<file path="src/hdl/ftm_pkg.sv">
// Package for the triangle membership block: widths, register codes, shared tag type.
// No dependencies.
package ftm_pkg;

    localparam int MAX_SETS_DEF    = 7;
    localparam int SAMPLE_BITS_DEF = 16;
    localparam int Q_BITS          = 16;
    localparam int ONE_Q15         = 32768;
    localparam int CFG_IDX_BITS    = 3;
    localparam int CFG_DATA_BITS   = 32;
    localparam int SET_BITS        = 3;

    localparam logic [CFG_IDX_BITS-1:0] REG_ACTIVE_SETS  = 3'd0;
    localparam logic [CFG_IDX_BITS-1:0] REG_SET_BOUNDS_0 = 3'd1;

    typedef struct packed {
        logic                last;
        logic [SET_BITS-1:0] idx;
    } ftm_tag_t;

endpackage

</file>
<file path="src/hdl/ftm_divider.sv">
// Pipelined restoring divider, one quotient bit per stage.
// Depends on ftm_pkg.
module ftm_divider
    import ftm_pkg::*;
#(
    parameter int NUM_BITS = 18,
    parameter int DEN_BITS = 19,
    parameter int Q_OUT    = 16,
    parameter int TAG_BITS = 8
)
(
    input  logic                clk,
    input  logic                rst_n,
    input  logic                in_valid,
    input  logic [NUM_BITS-1:0] num,
    input  logic [DEN_BITS-1:0] den,
    input  logic [TAG_BITS-1:0] tag_in,
    output logic                out_valid,
    output logic [Q_OUT-1:0]    quo,
    output logic [TAG_BITS-1:0] tag_out
);
    // quo = floor(num * 2^(Q_OUT-1) / den), exact while num < 2*den
    localparam int RW = DEN_BITS + 1;

    logic [Q_OUT:1]              v_reg;
    logic [RW-1:0]               rem_reg [1:Q_OUT];
    logic [DEN_BITS-1:0]         d_reg   [1:Q_OUT];
    logic [Q_OUT-1:0]            q_reg   [1:Q_OUT];
    logic [TAG_BITS-1:0]         t_reg   [1:Q_OUT];

    for (genvar s = 0; s < Q_OUT; s++)
    begin : g_stage
        logic                v_in;
        logic [RW-1:0]       rem_in;
        logic                n_bit;
        logic [DEN_BITS-1:0] d_in;
        logic [Q_OUT-1:0]    q_in;
        logic [TAG_BITS-1:0] t_in;
        logic [RW:0]         trial;
        logic [RW:0]         diff;

        if (s == 0)
        begin : g_first
            // upper numerator bits preload the remainder; the lowest one enters here
            assign v_in   = in_valid;
            assign rem_in = RW'(num[NUM_BITS-1:1]);
            assign n_bit  = num[0];
            assign d_in   = den;
            assign q_in   = '0;
            assign t_in   = tag_in;
        end
        else
        begin : g_rest
            assign v_in   = v_reg[s];
            assign rem_in = rem_reg[s];
            assign n_bit  = 1'b0;
            assign d_in   = d_reg[s];
            assign q_in   = q_reg[s];
            assign t_in   = t_reg[s];
        end

        assign trial = {rem_in, n_bit};
        assign diff  = trial - {2'b00, d_in};

        always_ff @(posedge clk or negedge rst_n)
        begin
            if (!rst_n)
                v_reg[s+1] <= 1'b0;
            else
                v_reg[s+1] <= v_in;
        end

        always_ff @(posedge clk)
        begin
            d_reg[s+1] <= d_in;
            t_reg[s+1] <= t_in;
            if (!diff[RW])
            begin
                rem_reg[s+1] <= diff[RW-1:0];
                q_reg[s+1]   <= {q_in[Q_OUT-2:0], 1'b1};
            end
            else
            begin
                rem_reg[s+1] <= trial[RW-1:0];
                q_reg[s+1]   <= {q_in[Q_OUT-2:0], 1'b0};
            end
        end
    end

    assign out_valid = v_reg[Q_OUT];
    assign quo       = q_reg[Q_OUT];
    assign tag_out   = t_reg[Q_OUT];
endmodule

</file>
<file path="src/hdl/fuzzy_triangle_membership.sv">
// Top level: config registers, serializer, membership and normalization dividers.
// Depends on ftm_pkg and ftm_divider.
//
// channel  | ports                                            | dir
// config   | cfg_we, cfg_index, cfg_data                      | in
// sample   | start, busy, sample                              | in, busy out
// result   | result_valid, set_index, membership, normalized, | out
//          | sum_zero, last                                   |
// One result per active set per cycle; the serializer steps through a sample's
// active sets (busy high for all but the first). The first result word passes the
// operand stage, 16-stage membership divider, wait for the sample's last set to
// close the sum, bank load and 16-stage normalize divider. Later words follow one
// per cycle.
// Reset clears config and all valid bits. Results cannot be stalled.
module fuzzy_triangle_membership
    import ftm_pkg::*;
#(
    parameter int MAX_SETS    = MAX_SETS_DEF,
    parameter int SAMPLE_BITS = SAMPLE_BITS_DEF
)
(
    input  logic                     clk,
    input  logic                     rst_n,
    input  logic                     cfg_we,
    input  logic [CFG_IDX_BITS-1:0]  cfg_index,
    input  logic [CFG_DATA_BITS-1:0] cfg_data,
    input  logic                     start,
    output logic                     busy,
    input  logic [SAMPLE_BITS-1:0]   sample,
    output logic                     result_valid,
    output logic [SET_BITS-1:0]      set_index,
    output logic [Q_BITS-1:0]        membership,
    output logic [Q_BITS-1:0]        normalized,
    output logic                     sum_zero,
    output logic                     last
);
    localparam int QO = 16;
    localparam int MT = SET_BITS + 1 + 1 + 1;

    logic [SET_BITS-1:0] active_reg;
    logic [31:0]         bounds_reg [MAX_SETS];

    always_ff @(posedge clk or negedge rst_n)
    begin
        if (!rst_n)
        begin
            active_reg <= '0;
            for (int k = 0; k < MAX_SETS; k++)
                bounds_reg[k] <= '0;
        end
        else if (cfg_we)
        begin
            if (cfg_index == REG_ACTIVE_SETS)
                active_reg <= cfg_data[SET_BITS-1:0];
            else if (32'(cfg_index) <= 32'(MAX_SETS))
                bounds_reg[cfg_index - REG_SET_BOUNDS_0] <= cfg_data;
        end
    end

    logic [SET_BITS-1:0] count;
    assign count = (32'(active_reg) > 32'(MAX_SETS)) ? SET_BITS'(MAX_SETS) : active_reg;

    // serializer
    logic                   run_reg;
    logic [SET_BITS-1:0]    k_reg;
    logic [15:0]            x_reg;
    logic                   go;
    logic [SET_BITS-1:0]    cur_k;
    logic [15:0]            cur_x;
    logic                   cur_last;

    assign busy     = run_reg;
    assign go       = run_reg || (start && count != '0);
    assign cur_k    = run_reg ? k_reg : '0;
    assign cur_x    = run_reg ? x_reg : 16'(sample);
    assign cur_last = (cur_k + 3'd1) == count;

    always_ff @(posedge clk or negedge rst_n)
    begin
        if (!rst_n)
        begin
            run_reg <= 1'b0;
            k_reg   <= '0;
        end
        else if (go)
        begin
            run_reg <= !cur_last;
            k_reg   <= cur_k + 3'd1;
        end
    end

    always_ff @(posedge clk)
    begin
        if (!run_reg)
            x_reg <= 16'(sample);
    end

    // stage 1: bounds compare and operands
    logic [15:0] lo, hi;
    logic [16:0] span, d, lohi, x2;
    logic        in_range, degen;
    assign lo       = bounds_reg[cur_k][15:0];
    assign hi       = bounds_reg[cur_k][31:16];
    assign in_range = (cur_x >= lo) && (cur_x <= hi);
    assign span     = {1'b0, hi} - {1'b0, lo};
    assign degen    = (hi == lo);
    assign lohi     = {1'b0, lo} + {1'b0, hi};
    assign x2       = {cur_x, 1'b0};
    assign d        = (x2 <= lohi) ? ({1'b0, cur_x} - {1'b0, lo})
                                   : ({1'b0, hi} - {1'b0, cur_x});

    logic                v1_reg;
    logic [17:0]         num1_reg;
    logic [18:0]         den1_reg;
    ftm_tag_t            tag1_reg;
    logic                in1_reg, dg1_reg;

    always_ff @(posedge clk or negedge rst_n)
    begin
        if (!rst_n)
            v1_reg <= 1'b0;
        else
            v1_reg <= go;
    end

    always_ff @(posedge clk)
    begin
        num1_reg <= {d, 1'b0};
        den1_reg <= {2'b00, span};
        tag1_reg <= '{last: cur_last, idx: cur_k};
        in1_reg  <= in_range;
        dg1_reg  <= degen;
    end

    // membership = 2d*32768/span; 2d <= span keeps it within 16 bits
    logic          v2;
    logic [QO-1:0] q2;
    logic [MT-1:0] t2;

    ftm_divider #(.NUM_BITS(18), .DEN_BITS(19), .Q_OUT(QO), .TAG_BITS(MT)) u_mu_div
    (
        .clk(clk), .rst_n(rst_n), .in_valid(v1_reg),
        .num(num1_reg), .den(dg1_reg ? 19'd1 : den1_reg),
        .tag_in({in1_reg, dg1_reg, tag1_reg}),
        .out_valid(v2), .quo(q2), .tag_out(t2)
    );

    logic [15:0] mu2;
    always_comb
    begin
        if (!t2[MT-1])
            mu2 = '0;
        else if (t2[MT-2])
            mu2 = 16'(ONE_Q15);
        else
            mu2 = q2;
    end

    // sum accumulation per sample
    logic [18:0] acc_reg;
    logic [18:0] acc_next;
    assign acc_next = acc_reg + 19'(mu2);

    always_ff @(posedge clk or negedge rst_n)
    begin
        if (!rst_n)
            acc_reg <= '0;
        else if (v2)
            acc_reg <= t2[SET_BITS] ? '0 : acc_next;
    end

    // holding buffer: results of one sample wait until its sum is known
    logic [15:0]         buf_mu  [MAX_SETS];
    logic [SET_BITS-1:0] rd_reg;
    logic [SET_BITS-1:0] rcnt_reg;
    logic [18:0]         sum_reg;
    logic                drain_reg;

    always_ff @(posedge clk)
    begin
        if (v2)
            buf_mu[t2[SET_BITS-1:0]] <= mu2;
    end

    // drain uses a second bank so a new sample can fill while the previous drains
    logic [15:0]         bank_mu [MAX_SETS];
    logic                dv;
    logic [15:0]         dmu;
    ftm_tag_t            dtag;

    always_ff @(posedge clk or negedge rst_n)
    begin
        if (!rst_n)
        begin
            drain_reg <= 1'b0;
            rd_reg    <= '0;
            rcnt_reg  <= '0;
        end
        else
        begin
            if (v2 && t2[SET_BITS])
            begin
                drain_reg <= 1'b1;
                rd_reg    <= '0;
                rcnt_reg  <= t2[SET_BITS-1:0];
            end
            else if (drain_reg && rd_reg == rcnt_reg)
                drain_reg <= 1'b0;
            else if (drain_reg)
                rd_reg <= rd_reg + 3'd1;
        end
    end

    always_ff @(posedge clk)
    begin
        if (v2 && t2[SET_BITS])
        begin
            sum_reg <= acc_next;
            for (int k = 0; k < MAX_SETS; k++)
                bank_mu[k] <= (k == int'(t2[SET_BITS-1:0])) ? mu2 : buf_mu[k];
        end
    end

    assign dv   = drain_reg;
    assign dmu  = bank_mu[rd_reg];
    assign dtag = '{last: rd_reg == rcnt_reg, idx: rd_reg};

    logic          v5;
    logic [QO-1:0] q5;
    logic [16+SET_BITS+2-1:0] t5;

    ftm_divider #(.NUM_BITS(16), .DEN_BITS(19), .Q_OUT(QO),
                  .TAG_BITS(16+SET_BITS+2)) u_norm_div
    (
        .clk(clk), .rst_n(rst_n), .in_valid(dv),
        .num(dmu), .den((sum_reg == '0) ? 19'd1 : sum_reg),
        .tag_in({dmu, sum_reg == '0, dtag}),
        .out_valid(v5), .quo(q5), .tag_out(t5)
    );

    assign result_valid = v5;
    assign set_index    = t5[SET_BITS-1:0];
    assign last         = t5[SET_BITS];
    assign sum_zero     = t5[SET_BITS+1];
    assign membership   = t5[SET_BITS+17:SET_BITS+2];
    assign normalized   = t5[SET_BITS+1] ? 16'd0 : q5;
endmodule
</file>
<file path="config.mk">
export PLATFORM = sky130hd
export DESIGN_NAME = fuzzy_triangle_membership
export DESIGN_NICKNAME = d
export VERILOG_FILES = /design/src/hdl/ftm_pkg.sv /design/src/hdl/ftm_divider.sv /design/src/hdl/fuzzy_triangle_membership.sv
export SDC_FILE = /design/constraint.sdc
export NUM_CORES = 2
export LEC_CHECK = 0
export BUFFER_PORTS_ARGS = -buffer_cell sky130_fd_sc_hd__buf_2
export CAP_MARGIN = 10
export CORE_AREA = 3 3 448 450
export CTS_CLUSTER_SIZE = 24
export DETAILED_ROUTE_END_ITERATION = 16
export DIE_AREA = 0 0 451 453
export GPL_TIMING_DRIVEN = 1
export HOLD_SLACK_MARGIN = 0.08
export PLACE_DENSITY = 0.65
export SLEW_MARGIN = 15
export SYNTH_ARGS = -nofsm -noshare
export SYNTH_HDL_FRONTEND = slang
export SYNTH_SLANG_ARGS = --single-unit
</file>
<file path="constraint.sdc">
create_clock -name clk -period 11.7 [get_ports clk]
set_input_delay 2.34 -clock clk [delete_from_list [all_inputs] [get_ports clk]]
set_output_delay 2.34 -clock clk [all_outputs]
set_load 0.02 [all_outputs]
</file>
== Word level (Yosys, flattened, before mapping) ==
Memories as Yosys holds them, arrays and structs flattened.
Cells that the tools add are included.
Cells by class
  add/sub/neg operators: 40
  magnitude comparators: 6
  equal/unequal tests: 10
  multiplexer cells: 159
  bitwise logic cells: 67
  reduce and logical (&&, ||, !) cells: 16
Operator list (number)
  $mux 16: 43
  $mux 20: 32
  $sub 21x19->21: 30
  $bwmux 224: 1
  $bmux 32 s3: 1
  $demux 32 s3: 1
  $mux 32: 3
  $mux 1: 70
  $or 1x1->1: 64
  $sub 16x16->17: 3
  $mux 19: 2
  $mux 17: 2
  $sub 16x19->20: 1
  $add 19x16->19: 1
  $logic_not 19->1: 1
  $sub 18x17->19: 1
  $add 16x16->17: 1
  $le 17x17->1: 1
  $eq 16x16->1: 1
  $ge 16x16->1: 1
  $le 16x16->1: 1
  $eq 3x3->1 const A: 4
  $mux 3: 4
  $ge 4x4->1 const B: 2
  15 further kinds: 27
Storage, ports and cells
  flip-flop bits (word level): 365
  bits in writable memories: 2416
  output and inout port bits: 39
  logic and storage cells: 363
  memories: 10
Memory list
  u_norm_div.t_reg: words 16, bits a word 21, rd ports 16, clocked after Yosys merged registers in 0, wr ports 16, line ftm_divider.sv:29  | logic [TAG_BITS-1:0] t_reg [1:Q_OUT];
  u_mu_div.rem_reg: words 16, bits a word 20, rd ports 15, clocked after Yosys merged registers in 0, wr ports 16, line ftm_divider.sv:26  | logic [RW-1:0] rem_reg [1:Q_OUT];
  u_norm_div.rem_reg: words 16, bits a word 20, rd ports 15, clocked after Yosys merged registers in 0, wr ports 16, line ftm_divider.sv:26
  u_mu_div.d_reg: words 16, bits a word 19, rd ports 15, clocked after Yosys merged registers in 0, wr ports 16, line ftm_divider.sv:27  | logic [DEN_BITS-1:0] d_reg [1:Q_OUT];
  u_norm_div.d_reg: words 16, bits a word 19, rd ports 15, clocked after Yosys merged registers in 0, wr ports 16, line ftm_divider.sv:27
  u_mu_div.q_reg: words 16, bits a word 16, rd ports 16, clocked after Yosys merged registers in 0, wr ports 16, line ftm_divider.sv:28  | logic [Q_OUT-1:0] q_reg [1:Q_OUT];
  +4 memories

== Longest topological paths before layout ==
  depth after elaboration: 8
  mapped depth: 30
  mapped depth without buffers: 26

== Modules after synthesis ==
Synthesis repeated with hierarchy kept, for this count alone.
Second synthesis, totals
  cell total of the unflattened synthesis: 9373
  area total of the unflattened synthesis: 102066.6 µm²
Modules (own cells, without submodules)
  ftm_divider at u_norm_div: instances 1, cells an instance 3799, area an instance 39884.5 µm²
  ftm_divider at u_mu_div: instances 1, cells an instance 3356, area an instance 35004.8 µm²
  fuzzy_triangle_membership: instances 1, cells an instance 2218, area an instance 27177.3 µm²

== Worst setup path before layout ==
OpenSTA, ideal clock, no wires.
  path type: register to register
  from: register run_reg (netlist: busy)
  to: register num1_reg[11]
  arrival: 6.652 ns
  data required time: 11.628 ns
  slack: 4.977 ns
  cell stages (with the launch flop): 29
  path buffers: 4
  cell sequence: dfrtp_1 clkbuf_1 and2_0 buf_1 mux4_2 nand2_1 o21ai_0 ha_1 fa_1 a21o_1 a21oi_1 nor2_1 o21a_1 o311a_1 a2111oi_0 nor3_1 a221o_1 xnor2_1 ha_1 a21o_1 a21o_1 a21oi_1 o21ai_0 a21oi_1 o21ba_2 clkbuf_1 inv_1 buf_1 mux2i_1
On the way
  longest elaborated chain between the ends: 8
RTL lines
  from (decl): line fuzzy_triangle_membership.sv:64  | logic run_reg;
  from (signal assigned): line fuzzy_triangle_membership.sv:87  | run_reg <= !cur_last;
  $mux 3: line fuzzy_triangle_membership.sv:74  | assign cur_k = run_reg ? k_reg : '0;
  $not 3->4 (implied by the code): line fuzzy_triangle_membership.sv:102, fuzzy_triangle_membership.sv:103
  $bmux 32 s3: line fuzzy_triangle_membership.sv:102, fuzzy_triangle_membership.sv:103
  $mux 32 (implied by the code) (2 in a row): line fuzzy_triangle_membership.sv:103  | assign hi = bounds_reg[cur_k][31:16];
  $add 16x16->17: line fuzzy_triangle_membership.sv:107  | assign lohi = {1'b0, lo} + {1'b0, hi};
  $le 17x17->1: line fuzzy_triangle_membership.sv:109  | assign d = (x2 <= lohi) ? ({1'b0, cur_x} - {1'b0, lo})
  $mux 17 (*): line fuzzy_triangle_membership.sv:109
  named net d[10]: line fuzzy_triangle_membership.sv:100  | logic [16:0] span, d, lohi, x2;
  to (signal assigned): line fuzzy_triangle_membership.sv:128  | num1_reg <= {d, 1'b0};
  to (decl): line fuzzy_triangle_membership.sv:113  | logic [17:0] num1_reg;
The timed path passes the listed nets; every way through them passes the cells marked *. The select of a mux whose other input is x is not followed.
A chain may end at the register's enable or synchronous reset.

== Worst setup path after layout ==
  from: register k_reg[0]
  to: register num1_reg[16]
On the way
  longest elaborated chain between the ends: 8
RTL lines
  from (decl): line fuzzy_triangle_membership.sv:65  | logic [SET_BITS-1:0] k_reg;
  from (signal assigned): line fuzzy_triangle_membership.sv:88  | k_reg <= cur_k + 3'd1;
  $mux 3 (*): line fuzzy_triangle_membership.sv:74
  $not 3->4 (implied by the code) (*): line fuzzy_triangle_membership.sv:102, fuzzy_triangle_membership.sv:103
  $bmux 32 s3 (*): line fuzzy_triangle_membership.sv:102, fuzzy_triangle_membership.sv:103
  $mux 32 (implied by the code) (*) (2 in a row): line fuzzy_triangle_membership.sv:103
  $add 16x16->17: line fuzzy_triangle_membership.sv:107
  $le 17x17->1: line fuzzy_triangle_membership.sv:109
  $mux 17 (*): line fuzzy_triangle_membership.sv:109
  named net d[15]: line fuzzy_triangle_membership.sv:100
Marks and branches as above.

==> impl_metrics.env <==
export IMPL_largest_register_ffs=336
export IMPL_maxClockFrequency_mhz=133.9
export IMPL_grt_max_degree=96
export IMPL_slew_violations=0
export IMPL_clock_sinks=2430
export IMPL_final_setup_viol_count=0
export IMPL_timing_hold_violations_final=0
export IMPL_port_buffers=93
export IMPL_cp_data_required_time_ns=12.47
export IMPL_grt_ovfl_total=0
export IMPL_synth_edff_count=243
export IMPL_setup_tns_ns=0
export IMPL_crit_type="register to register"
export IMPL_synth_cell_types=99
export IMPL_clock_path_buffers=3
export IMPL_cts_root_buf="clkbuf_16"
export IMPL_numCtsBuffers=238
export IMPL_syn_num_nets=9559
export IMPL_netlist_top_cell_by_area="dfxtp_1"
export IMPL_cts_setup_buffers=0
export IMPL_drive_gt1_share_pct=14.45
export IMPL_die_area_mm2=0.2043
export IMPL_antenna_found_initial=6
export IMPL_async_reset_ff_share_pct=11.93
export IMPL_grt_pass1_vias=62210
export IMPL_wl_mm=199.2
export IMPL_hold_slack_ns=0.2973
export IMPL_gp_congestion=0.8791
export IMPL_hold_path_depth=0
export IMPL_grt_setup_unrepaired="false"
export IMPL_dpl_hpwl_mm=143.7
export IMPL_tritoncts="built"
export IMPL_finalClockSkew_ns=0.03835
export IMPL_status="completed"
export IMPL_tightest_slew_ns=1.153
export IMPL_num_rows=163
export IMPL_relSlewSlack_pct=22.77
export IMPL_ys_seq_area_share_pct=53.45
export IMPL_maxCapViolCount=0
export IMPL_die_w_um=451
export IMPL_synth_top_area_share_pct=38.64
export IMPL_clock_latency_ns=0.86
export IMPL_hold_path_class="register to register"
export IMPL_vias_per_cell=5.254
export IMPL_fill_cells=16720
export IMPL_initial_utilization_pct=49.88
export IMPL_synthFlopType="dfxtp_1"
export IMPL_cp_end_kind="register"
export IMPL_reg2reg_depth=25
export IMPL_grt_usage_pct=19.33
export IMPL_syn_to_final_growth_pct=11.99
export IMPL_cp_arrival_ns=8.24
export IMPL_ys_ff_latch=2430
export IMPL_ant_nets=0
export IMPL_yosysWarnings=0
export IMPL_drt_pre_antenna_iters=5
export IMPL_vias=62330
export IMPL_crit_fanout=38
export IMPL_crit_path_start_kind="register"
export IMPL_synth_avg_cell_area_um2=11.13
export IMPL_grt_pass1_wl_mm=325.3
export IMPL_postCtsResizedCells=0
export IMPL_finalCriticalPeriod_ns=7.469
export IMPL_route_detailed_wl_per_inst_um=16.79
export IMPL_final_cells=11860
export IMPL_finalCritPeriodShare_pct=63.83
export IMPL_htreeDepth=4
export IMPL_route_detailed_drc=0
export IMPL_synthTopCellsByArea="dfxtp_1, ha_1, edfxtp_1"
export IMPL_syn_inst=8827
export IMPL_path_clk_slew_ns=0.06
export IMPL_cts_hold_buf=0
export IMPL_nets=9746
export IMPL_ioPinCount=94
export IMPL_dp_cells=11410
export IMPL_drtIter0Drc=3185
export IMPL_fp_dieH_um=453
export IMPL_core_mm2=0.1970
export IMPL_synth_cell_area_mm2=0.09827
cell families after synthesis:
logic type               Yosys count  share of synthesized area, %
multiplexers                     776                         9.359
buffers and inverters            994                         3.907
AND/OR/NAND/NOR                 1685                         8.306
adder cells (fa/ha/maj)          677                         8.887
other                              1                      0.003816
AO/OA/AOI/OAI                   1737                         11.35
flip-flops                      2430                         53.45
XOR/XNOR                         527                         4.735
worst max-delay path, cell delays in order, from the launching register on:
cell and delay, ns:
dfrtp_2 0.34, buf_4 0.57, and2_2 0.28, buf_4 0.55, mux4_2 0.58, mux2_2 0.32, fa_1 0.44, a21o_1 0.19
a21oi_1 0.22, nor2_1 0.07, o21a_1 0.21, o311a_1 0.32, a2111oi_0 0.42, nor3_1 0.18, a221o_1 0.36, xnor2_1 0.14
ha_1 0.30, a21o_1 0.18, a21o_1 0.16, a21oi_1 0.16, o21ai_0 0.13, a21oi_1 0.11, o21ba_2 0.28, inv_1 0.48
o2111ai_1 0.20, o22ai_1 0.14
metrics by stage:
step / area [um^2] / setup WS (ns) / utilization (%)
2_1_floorplan: 98270 / 4.977 / -
3_3_place_gp: 101800 / 4.269 / 51.66
3_5_place_dp: 101800 / 4.254 / 51.66
4_1_cts: 110000 / 4.221 / 55.83
5_1_grt: 110100 / 3.706 / 55.86
6_report: 110100 / 4.231 / 55.86
placed cells by master, fill, tap and decap left out, types with 30 or more instances in the layout:
| cell | count |
|---|---|
| mux2_4 | 30 |
| ha_1 | 642 |
| clkbuf_1 | 42 |
| mux2i_1 | 110 |
| clkbuf_16 | 245 |
| or3_1 | 46 |
| nand3b_1 | 37 |
| a21o_1 | 165 |
| or2_2 | 31 |
| xnor2_1 | 378 |
| a21oi_1 | 443 |
| nand2_1 | 467 |
| buf_4 | 55 |
| o21ai_0 | 468 |
| nand2b_1 | 103 |
| nor2b_1 | 138 |
| clkbuf_8 | 46 |
| and3_1 | 47 |
| clkinv_2 | 57 |
| a211oi_1 | 47 |
| nand4_1 | 33 |
| mux4_2 | 43 |
| dfxtp_1 | 1897 |
| fa_1 | 35 |
| inv_1 | 787 |
| o211ai_1 | 61 |
| edfxtp_1 | 243 |
| xor2_1 | 135 |
| o21bai_1 | 45 |
| and2_1 | 49 |
| o21a_1 | 109 |
| nor2_1 | 433 |
| o31ai_1 | 47 |
| nand3_1 | 104 |
| dfrtp_1 | 288 |
| nor3_1 | 109 |
| buf_2 | 92 |
| a31oi_1 | 50 |
| mux2_2 | 592 |
synth_stat cells, drive strengths merged, types with 31 or more instances:
| cell type | n |
|---|---|
| mux4 | 43 |
| mux2i | 110 |
| dfxtp | 1897 |
| buf | 62 |
| nor2b | 139 |
| o31ai | 50 |
| or2 | 31 |
| xnor2 | 386 |
| ha | 642 |
| and2 | 50 |
| and3 | 47 |
| nand3 | 104 |
| nand2b | 104 |
| a31oi | 52 |
| nand4 | 33 |
| or3 | 46 |
| nand2 | 467 |
| o21ai | 485 |
| inv | 791 |
| o21bai | 45 |
| nor3 | 112 |
| o211ai | 63 |
| edfxtp | 243 |
| a21o | 165 |
| a21oi | 446 |
| a211oi | 50 |
| nand3b | 37 |
| nor2 | 444 |
| o21a | 109 |
| clkbuf | 140 |
| mux2 | 623 |
| xor2 | 141 |
| dfrtp | 290 |
| fa | 35 |
path summary, 6_finish.rpt:
check	from	to	slack [ns]
min in group asynchronous	rst_n	bounds_reg[175]	1.49
setup / recovery	k_reg[0]	num1_reg[16]	4.23
hold / removal	u_norm_div.q_reg[0][212]	u_norm_div.q_reg[0][229]	0.30
hold reg to reg	u_norm_div.q_reg[0][212]	u_norm_div.q_reg[0][229]	0.30
setup reg to reg	k_reg[0]	num1_reg[16]	4.23
max in group asynchronous	rst_n	rd_reg[0]	7.97
layout make-up:
type | count | area, um^2 | area share (%)
multi-input cells | 5403 | 42120 | 38.27
inverters | 792 | 2975 | 2.703
diodes | 2 | 5.005 | 0.004548
well taps | 2640 | 3303 | 3.001
repair buffers | 149 | 915.9 | 0.8322
clock inverters | 112 | 1271 | 1.155
clock buffers | 335 | 6937 | 6.303
flip-flops and latches | 2430 | 52530 | 47.73
per-layer routing:
metal	up-vias	wire, um	global-route usage, %
li1	31030	-	-
met5	-	54	0
met3	303	7778	2.863
met1	29900	92230	25.66
met2	1095	94900	32.93
met4	8	4194	5.268
Power is left out: the tool's default activity adds up to more than one toggle a clock period on the data nets, which glitch-free logic cannot reach.
